===== src/hdl/rad_pkg.sv =====
// ----------------------------------------------------------------------------
// rad_pkg: shared definitions for the averaged diversity selector
// Widths, register codes, reset values and the status bundle passed from
// the path selector to the top level.
// ----------------------------------------------------------------------------
package rad_pkg;

	// boxcar depth, must be a power of two
	localparam int AVG_LOG2  = 4;
	localparam int AVG_DEPTH = 1 << AVG_LOG2;

	// converter reading width and the ten-bit reduced value
	localparam int ADC_BITS  = 12;
	localparam int MEAN_W    = 10;
	localparam int ADC_SHIFT = ADC_BITS - MEAN_W;
	localparam int SUM_W     = MEAN_W + AVG_LOG2;

	localparam int TIME_W    = 32;
	localparam int HYST_W    = 10;
	localparam int DWELL_W   = 24;
	localparam int CFG_W     = 24;
	localparam int CFG_IDX_W = 2;

	// stream payload widths, padded to whole bytes
	localparam int IN_DATA_W  = 56;
	localparam int OUT_DATA_W = 24;

	// configuration register indexes
	localparam logic [CFG_IDX_W-1:0] REG_HYST  = 2'd0;
	localparam logic [CFG_IDX_W-1:0] REG_DWELL = 2'd1;

	localparam logic [HYST_W-1:0]  HYST_RESET  = 10'd5;
	localparam logic [DWELL_W-1:0] DWELL_RESET = 24'd100000;

	// selector outcome for the current beat
	typedef struct packed {
		logic active;
		logic switched;
	} sel_t;

endpackage


===== src/hdl/rad_boxcar.sv =====
// ----------------------------------------------------------------------------
// rad_boxcar: running boxcar average for one receiver
// Holds the sample ring and its running sum; gives the mean that includes
// the sample now presented and commits it when upd is high.
// ----------------------------------------------------------------------------
module rad_boxcar (
	input  logic                          clk,
	input  logic                          arst_n,
	input  logic                          upd,
	input  logic [rad_pkg::AVG_LOG2-1:0]  pos,
	input  logic [rad_pkg::ADC_BITS-1:0]  sample,
	output logic [rad_pkg::MEAN_W-1:0]    mean
);

	logic [rad_pkg::MEAN_W-1:0] ring_q [rad_pkg::AVG_DEPTH];
	logic [rad_pkg::SUM_W-1:0]  sum_q;
	logic [rad_pkg::MEAN_W-1:0] val;
	logic [rad_pkg::SUM_W-1:0]  sum_nx;

	// drop the low converter bits
	assign val = sample[rad_pkg::ADC_BITS-1 -: rad_pkg::MEAN_W];

	// swap the oldest entry for the new one; the sum never underflows
	assign sum_nx = sum_q
		- {{(rad_pkg::SUM_W - rad_pkg::MEAN_W){1'b0}}, ring_q[pos]}
		+ {{(rad_pkg::SUM_W - rad_pkg::MEAN_W){1'b0}}, val};

	// divide by the depth
	assign mean = sum_nx[rad_pkg::SUM_W-1 -: rad_pkg::MEAN_W];

	always_ff @(posedge clk or negedge arst_n) begin
		if (!arst_n) begin
			sum_q <= '0;
			for (int i = 0; i < rad_pkg::AVG_DEPTH; i++) begin
				ring_q[i] <= '0;
			end
		end else if (upd) begin
			sum_q       <= sum_nx;
			ring_q[pos] <= val;
		end
	end

endmodule


===== src/hdl/rad_select.sv =====
// ----------------------------------------------------------------------------
// rad_select: path decision with hysteresis and dwell deadline
// Compares the two means, tracks the target path and its deadline, and
// switches the active path once the deadline has been reached.
// ----------------------------------------------------------------------------
module rad_select (
	input  logic                          clk,
	input  logic                          arst_n,
	input  logic                          upd,
	input  logic [rad_pkg::MEAN_W-1:0]    mean_a,
	input  logic [rad_pkg::MEAN_W-1:0]    mean_b,
	input  logic [rad_pkg::TIME_W-1:0]    now_us,
	input  logic [rad_pkg::HYST_W-1:0]    hysteresis,
	input  logic [rad_pkg::DWELL_W-1:0]   dwell_us,
	output rad_pkg::sel_t                 sel
);

	logic                        current_q;
	logic                        target_q;
	logic [rad_pkg::TIME_W-1:0]  deadline_q;

	logic                        a_gt;
	logic                        a_lt;
	logic                        best;
	logic [rad_pkg::MEAN_W-1:0]  absdiff;
	logic                        meets;
	logic [rad_pkg::TIME_W-1:0]  elapsed;
	logic                        reached;
	logic [rad_pkg::TIME_W-1:0]  rearm;

	logic                        current_nx;
	logic                        target_nx;
	logic [rad_pkg::TIME_W-1:0]  deadline_nx;
	logic                        switched_nx;

	// compare the means; a tie keeps the current path
	assign a_gt    = mean_a > mean_b;
	assign a_lt    = mean_a < mean_b;
	assign best    = a_gt ? 1'b0 : (a_lt ? 1'b1 : current_q);
	assign absdiff = a_gt ? (mean_a - mean_b) : (mean_b - mean_a);
	assign meets   = absdiff >= hysteresis;

	// wrap-safe deadline check and a fresh deadline from now
	assign elapsed = now_us - deadline_q;
	assign reached = ~elapsed[rad_pkg::TIME_W-1];
	assign rearm   = now_us + {{(rad_pkg::TIME_W - rad_pkg::DWELL_W){1'b0}}, dwell_us};

	// next decision state
	always_comb begin
		current_nx  = current_q;
		target_nx   = target_q;
		deadline_nx = deadline_q;
		switched_nx = 1'b0;
		if (meets) begin
			if (best == target_q) begin
				if (reached && (current_q != target_q)) begin
					current_nx  = target_q;
					switched_nx = 1'b1;
				end
			end else begin
				target_nx   = best;
				deadline_nx = rearm;
			end
		end else begin
			deadline_nx = rearm;
		end
	end

	always_ff @(posedge clk or negedge arst_n) begin
		if (!arst_n) begin
			current_q  <= 1'b0;
			target_q   <= 1'b0;
			deadline_q <= '0;
		end else if (upd) begin
			current_q  <= current_nx;
			target_q   <= target_nx;
			deadline_q <= deadline_nx;
		end
	end

	assign sel.active   = current_nx;
	assign sel.switched = switched_nx;

endmodule


===== src/hdl/rssi_average_diversity_select.sv =====
// ----------------------------------------------------------------------------
// rssi_average_diversity_select: two-path receive diversity selector
// Averages the signal strength of two receivers over a boxcar window and
// picks the stronger path with hysteresis and a dwell time.
// ----------------------------------------------------------------------------
// Pipeline: an accepted input beat passes the input register, then the
// output register, where output back-pressure can hold it.
// Throughput: one beat per cycle while the output is not stalled; the ring,
// sum and dwell check are updated in a single pass between the two registers.
// Reset: asynchronous, clears rings, sums, paths and deadline at once and
// loads the register defaults; no clearing pass.
module rssi_average_diversity_select (
	input  logic                              clk,
	input  logic                              arst_n,
	// slave side
	input  logic                              s_tvalid,
	output logic                              s_tready,
	// sample_a [11:0], sample_b [23:12], now_us [55:24]
	input  logic [rad_pkg::IN_DATA_W-1:0]     s_tdata,
	// master side
	output logic                              m_tvalid,
	input  logic                              m_tready,
	// active_path [0], mean_a [10:1], mean_b [20:11], switched [21]
	output logic [rad_pkg::OUT_DATA_W-1:0]    m_tdata,
	// configuration
	input  logic                              cfg_we,
	input  logic [rad_pkg::CFG_IDX_W-1:0]     cfg_index,
	input  logic [rad_pkg::CFG_W-1:0]         cfg_data
);

	logic [rad_pkg::HYST_W-1:0]   hyst_q;
	logic [rad_pkg::DWELL_W-1:0]  dwell_q;

	logic                         vld_s1;
	logic [rad_pkg::ADC_BITS-1:0] a_s1;
	logic [rad_pkg::ADC_BITS-1:0] b_s1;
	logic [rad_pkg::TIME_W-1:0]   now_s1;

	logic                         vld_s2;
	logic [rad_pkg::OUT_DATA_W-1:0] tdata_s2;

	logic [rad_pkg::AVG_LOG2-1:0] pos_q;
	logic                         adv;
	logic [rad_pkg::MEAN_W-1:0]   mean_a;
	logic [rad_pkg::MEAN_W-1:0]   mean_b;
	rad_pkg::sel_t                sel;

	// configuration writes
	always_ff @(posedge clk or negedge arst_n) begin
		if (!arst_n) begin
			hyst_q  <= rad_pkg::HYST_RESET;
			dwell_q <= rad_pkg::DWELL_RESET;
		end else if (cfg_we) begin
			unique case (cfg_index)
				rad_pkg::REG_HYST:  hyst_q  <= cfg_data[rad_pkg::HYST_W-1:0];
				rad_pkg::REG_DWELL: dwell_q <= cfg_data[rad_pkg::DWELL_W-1:0];
				default: ;
			endcase
		end
	end

	// stage 1 moves on when the output register is free or being emptied
	assign adv      = vld_s1 && (!vld_s2 || m_tready);
	assign s_tready = !vld_s1 || adv;

	// input register
	always_ff @(posedge clk or negedge arst_n) begin
		if (!arst_n) begin
			vld_s1 <= 1'b0;
		end else if (s_tready) begin
			vld_s1 <= s_tvalid;
		end
	end

	always_ff @(posedge clk) begin
		if (s_tready && s_tvalid) begin
			a_s1   <= s_tdata[11:0];
			b_s1   <= s_tdata[23:12];
			now_s1 <= s_tdata[55:24];
		end
	end

	// shared ring write position
	always_ff @(posedge clk or negedge arst_n) begin
		if (!arst_n) begin
			pos_q <= '0;
		end else if (adv) begin
			pos_q <= pos_q + 1'b1;
		end
	end

	rad_boxcar u_box_a (
		.clk    (clk),
		.arst_n (arst_n),
		.upd    (adv),
		.pos    (pos_q),
		.sample (a_s1),
		.mean   (mean_a)
	);

	rad_boxcar u_box_b (
		.clk    (clk),
		.arst_n (arst_n),
		.upd    (adv),
		.pos    (pos_q),
		.sample (b_s1),
		.mean   (mean_b)
	);

	rad_select u_sel (
		.clk        (clk),
		.arst_n     (arst_n),
		.upd        (adv),
		.mean_a     (mean_a),
		.mean_b     (mean_b),
		.now_us     (now_s1),
		.hysteresis (hyst_q),
		.dwell_us   (dwell_q),
		.sel        (sel)
	);

	// output register
	always_ff @(posedge clk or negedge arst_n) begin
		if (!arst_n) begin
			vld_s2 <= 1'b0;
		end else if (adv) begin
			vld_s2 <= 1'b1;
		end else if (m_tready) begin
			vld_s2 <= 1'b0;
		end
	end

	always_ff @(posedge clk) begin
		if (adv) begin
			tdata_s2 <= {2'b00, sel.switched, mean_b, mean_a, sel.active};
		end
	end

	assign m_tvalid = vld_s2;
	assign m_tdata  = tdata_s2;

	// an empty output register never holds back the input
	a_ready_when_empty: assert property (@(posedge clk) disable iff (!arst_n)
		!vld_s2 |-> s_tready)
		else $error("input stalled with empty output register");

	// ring position steps once per processed beat
	a_pos_step: assert property (@(posedge clk) disable iff (!arst_n)
		adv |=> pos_q == $past(pos_q) + 1'b1)
		else $error("ring position did not advance");

	// the selector outcome, switch flag and active path, lands in the output beat
	a_switch_out: assert property (@(posedge clk) disable iff (!arst_n)
		adv |=> (m_tdata[21] == $past(sel.switched)) && (m_tdata[0] == $past(sel.active)))
		else $error("output beat does not match selector outcome");

endmodule


===== config.mk =====
export PLATFORM = sky130hd
export DESIGN_NAME = rssi_average_diversity_select
export DESIGN_NICKNAME = d
export VERILOG_FILES = /design/src/hdl/rad_pkg.sv /design/src/hdl/rad_boxcar.sv /design/src/hdl/rad_select.sv /design/src/hdl/rssi_average_diversity_select.sv
export SDC_FILE = /design/constraint.sdc
export NUM_CORES = 1
export LEC_CHECK = 0
export ABC_AREA = 0
export BUFFER_PORTS_ARGS = -buffer_cell sky130_fd_sc_hd__buf_4
export CORE_AREA = 2 2 246 309
export CTS_CLUSTER_SIZE = 24
export DETAILED_ROUTE_END_ITERATION = 8
export DIE_AREA = 0 0 248 311
export PLACE_DENSITY_LB_ADDON = 0.05
export SYNTH_ARGS = -nofsm -noshare
export SYNTH_HDL_FRONTEND = slang
export SYNTH_HIERARCHICAL = 1
export SYNTH_SLANG_ARGS = --single-unit

===== constraint.sdc =====
create_clock -name clk -period 22 [get_ports clk]
set_input_delay 0 -clock clk [delete_from_list [all_inputs] [get_ports clk]]
set_output_delay 0 -clock clk [all_outputs]
set_load 0.005 [all_outputs]

==> results.toml, run 1 <==
[status]
status = "finished, final reports clean"

[die]
core_area_sq_mm = 0.07413
initial_core_util = 0.3467
io_pins = 113
dieWidth_um = 248
die_y_um = 311
rows = 112
die-area_sq_mm = 0.07713

[routing]
routedWlPerCell_um = 20.92
wirelength_mm = 67.08
first_iter_violations = 773
viasPerCell = 5.045
dr.pass1.iters = 5
via_count = 16174
ant_nets = 0
drc_errors = 0

[cts]
cts_max_level = 2
cts_buffer_depth = 3
cts_resized = 0
cts_root_buf = "clkbuf_16"
cts_tree = "built"
clkSinkCount = 496
cts_buffers = 55
clk_pin_slew_ns = 0.06
worstSkewPairLatency_ns = 0.64

[cells_and_area]
layout.nets = 2413
num-fill-cells = 6954
drive_above_1_share = 0.2830
regArea_sq_mm = 0.01280
area_growth_pct = 16.86
antenna_cells = 0
multi_input_area_sq_mm = 0.01171

[synth]
ys_warn_count = 6
synth_area_sq_mm = 0.02570
syn_inst = 2034
avgSynthCellArea_sq_um = 12.64

[worst_setup_path]
cp-start-kind = "flip-flop"
worst-setup-path-type = "flip-flop to flip-flop"
slowest_delay_ns = 0.99
crit_fanout = 43
cp.required_ns = 22.50
r2r_cells = 30
arrival_ns = 11.13
end_kind = "flip-flop"
slowest_stage = "dfrtp_4"

[timing]
timing_hold_violations_final = 0
rsz0062_at_grt = "false"
period_share = 0.4831
relSlewSlack = 0.2231
fin_crit_ns = 10.63
fin_tns_setup_ns = 0
maxClockFrequency_mhz = 94.10
slew_viol_final = 0
clock_skew_ns = 0.02847
tightest_slew_ns = 1.164
setup_viol = 0

[global_route]
grt_pass1_wl_mm = 103.7
grt-ovfl-total = 0
grt_usage = 0.1768
antenna_found_initial = 0
grt_max_degree = 78
grt_pass1_vias = 17197

[run]
max-cap-violations = 0

[place]
port_buffers = 106
hpwl_mm = 43.12
place.gp.congestion = 0.7990

[min_path]
hold_depth = 2
hp-class = "primary input to flip-flop"
[worst max-delay path, delay by kind of cell, from the launching register on]
kind / cells / cell delay, ns
buffers and inverters: 4 / 1.40
multiplexers: 4 / 1.79
XOR/XNOR: 2 / 0.38
adder cells (fa/ha/maj): 4 / 1.49
flip-flops: 1 / 0.99
AO/OA/AOI/OAI: 11 / 3.55
AND/OR/NAND/NOR: 5 / 0.81
[per-layer routing]
layer  routed length (um)  vias to the layer above  track usage
met5                    0                        -            0
met4                 1921                        0      0.05416
met3                 2511                      102      0.02812
met2                33240                      287       0.3007
met1                29400                     8224       0.2297
li1                     -                     7561            -
[cells in the final DEF, fill, tap and decap left out, types with 11 or more instances in the layout]
cell	count
a21oi_1	69
o21ai_1	28
nand2b_1	18
clkbuf_1	17
nor2_1	40
clkbuf_16	59
nor3_1	11
inv_1	158
buf_4	124
mux2_4	21
a31oi_1	11
nand2_1	178
nor2_2	18
fa_1	23
nand3_1	23
ha_1	112
o21ai_0	127
edfxtp_1	74
a21o_1	21
dfrtp_1	411
xor2_1	26
xnor2_1	36
clkbuf_8	12
mux4_2	95
dlygate4sd3_1	85
mux2_2	252
[flip-flops by register name (all words and copies together), names as in the netlist]
name	count
a_s1	10
b_s1	10
dwell_q	24
hyst_q	10
m_tdata	22
m_tvalid	1
now_s1	32
pos_q	4
u_box_a/ring_q	160
u_box_a/sum_q	14
u_box_b/ring_q	160
u_box_b/sum_q	14
u_sel/current_q	1
u_sel/deadline_q	32
u_sel/target_q	1
vld_s1	1
[layout make-up]
cell class	count	area share
multi-input cells	1268	0.3899
clock inverters	15	0.006374
well taps	969	0.04037
inverters	159	0.01987
clock buffers	88	0.05678
flip-flops and latches	496	0.4262
repair buffers	211	0.06049
[worst paths after layout]
check	slack [ns]	end	from
setup / recovery	11.37	u_sel/deadline_q[0]	pos_q[0]
hold / removal	0.08	a_s1[10]	s_tdata[10]
setup reg to reg	11.37	u_sel/deadline_q[0]	pos_q[0]
hold reg to reg	0.48	u_box_b/ring_q[71]	u_box_b/ring_q[71]
max in group asynchronous	19.24	u_box_b/ring_q[125]	arst_n
min in group asynchronous	0.48	u_sel/deadline_q[15]	arst_n
[what timing repair did]
item / 4_1_cts / 5_1_grt
buffers inserted: 0 / 0
hold buffers: 86 / 0
endpoints found under the hold margin: 172 / 0
[stage by stage]
stage / util / setup WS, ns / hold WS (ns) / cells / cell area [sq um]
floorplan: - / 14.10 / -0.2956 / 2035 / 25700
global placement: 0.3678 / 11.14 / 0.04415 / 3017 / 27260
detailed placement: 0.3678 / 11.17 / 0.06104 / 3017 / 27260
CTS: 0.4051 / 11.13 / 0.03524 / 3206 / 30030
global route: 0.4051 / 10.59 / 0.05794 / 3206 / 30030
finish: 0.4051 / 11.37 / 0.07773 / 3206 / 30030
Power of run 1 is not shown: default switching activity piles up to over one toggle a cycle in this logic, so the estimate is an artifact.
==> run 2, diff against run 1 <==
Clock period 22 ns to 8.83 ns, I/O delays scaled along.
==> run 2 against run 1 <==
Compared with the run above: the flow now finishes with violations (hold timing); sequential cell count is the same; final cell count increased by 0.53%; design area rose by 1.0%; worst setup slack got worse by 11 ns; clock skew is 0.0012 ns higher; sequential share of layout area decreased by 0.44 points; highest routed layer unchanged.
==> results.toml, run 2 (synthesized netlist as in run 1, its figures left out) <==
[cells_and_area]
num-fill-cells = 6961
layout.nets = 2431
drive_above_1_share = 0.2910
top_regs = "u_box_a/ring_q x160, u_box_b/ring_q x160"
area_growth_pct = 18.07
final_cell_mix = "dfrtp_1 (411), mux2_2 (252), nand2_1 (178)"
antenna_cells = 0
final_common_cell = "dfrtp_1"
fin_cells = 3223

[global_route]
grt_use_met1 = 0.2222
met3_usage = 0.02484
grt_usage = 0.1775
grt_use_met2 = 0.3166
grt_pass1_wl_mm = 104.5
grt_pass1_vias = 17450
grt-ovfl-total = 0
top_usage_layer = "met2"
antenna_found_initial = 0
grt_max_degree = 109

[timing]
setup_ws_ns = 0.5829
tightest_slew_ns = 1.196
fin_crit_ns = 8.247
timing_hold_violations_final = 3
relSlewSlack = 0.1970
slew_viol_final = 0
maxClockFrequency_mhz = 121.3
period_share = 0.9340
fin_tns_setup_ns = 0
clock_skew_ns = 0.02969
timing.hold.ws_ns = -0.03046
setup_viol = 0

[die]
die-area_sq_mm = 0.07713
rows = 112
io_pins = 113
die_y_um = 311
initial_core_util = 0.3467
core_area_sq_mm = 0.07413
dieWidth_um = 248

[worst_setup_path]
crit_top_cell = "a21oi_1"
slowest_delay_ns = 0.53
end_kind = "flip-flop"
arrival_ns = 8.70
worst-setup-path-type = "flip-flop to flip-flop"
cp-start-kind = "flip-flop"
slowest_stage = "dfrtp_4"
crit_fanout = 19
cp.required_ns = 9.28

[routing]
viasPerCell = 5.025
drc_errors = 0
dr.pass1.iters = 5
via_count = 16195
ant_nets = 0
first_iter_violations = 638
wirelength_mm = 68.12
routedWlPerCell_um = 21.13

[status]
violations = "hold timing"
status = "complete, but fails checks"

[cts]
cts_buffers = 56
clkSinkCount = 496
cts_root_buf = "clkbuf_16"
clk_pin_slew_ns = 0.06
cts_buffer_depth = 3
cts_tree = "built"
worstSkewPairLatency_ns = 0.64
cts_max_level = 2

[place]
pre_cts_ws_ns = 0.4581
place.gp.congestion = 0.7817
place_inst = 3034
hpwl_mm = 45.15
port_buffers = 106

[run]
max-cap-violations = 0

[min_path]
hp-class = "primary input to asynchronous set/reset pin"
run 2: changes by cell type in the layout (fill, tap and decap cells not counted), sizes merged:
cell,previous run,this run
buf,126,144
inv,160,162
clkbuf,88,81
clkinv,10,12
clkinvlp,0,2
bufinv,4,6
dlygate4sd3,85,83
run 2: through the flow:
step                utilization  cell area [sq um]
finish                   0.4093              30340
global route             0.4093              30340
CTS                      0.4081              30250
detailed placement       0.3709              27490
global placement         0.3709              27490
floorplan                     -              25700
run 2: final timing paths:
check	start	endpoint	slack (ns)	cells after the start
max in group asynchronous	arst_n	u_box_b/ring_q[102]	6.55	4
worst max register to register	pos_q[0]	m_tdata[0]	0.58	33
worst min register to register	u_box_b/ring_q[37]	u_box_b/ring_q[37]	0.48	2
min in group clk	s_tdata[15]	b_s1[3]	0.08	2
worst min-delay path	arst_n	dwell_q[19]	-0.03	2
worst max-delay path	pos_q[0]	m_tdata[0]	0.58	33
run 2: critical path: cells and delay by family (launching register included):
kind                     cells  cell delay [ns]
AO/OA/AOI/OAI               14             2.90
adder cells (fa/ha/maj)      4             1.64
multiplexers                 2             1.03
buffers and inverters        5             0.79
AND/OR/NAND/NOR              6             0.78
flip-flops                   1             0.53
XOR/XNOR                     2             0.34
run 2: layout make-up:
cell class	instances	area, sq um	share of cell area
sequential	496	12800	0.4219
multi-input combinational	1268	11730	0.3867
timing repair buffer	228	2072	0.06829
clock buffer	80	1625	0.05356
tap	969	1212	0.03996
inverter	159	596.8	0.01967
clock inverter	23	302.8	0.009979
run 2: metal layers:
layer | wire length [um] | part of all wire | vias up
li1 | - | - | 7592
met1 | 29140 | 0.43 | 8261
met2 | 35300 | 0.52 | 246
met3 | 2093 | 0.031 | 96
met4 | 1585 | 0.023 | 0
met5 | 0 | 0 | -
run 2: timing repair:
item | CTS | global route
endpoints found under the setup margin | 0 | 20
hold buffers | 83 | 0
gates resized for setup | 0 | 5
hold endpoints to repair | 195 | 0
setup buffers | 0 | 2
Power of run 2 is left out for the same reason.
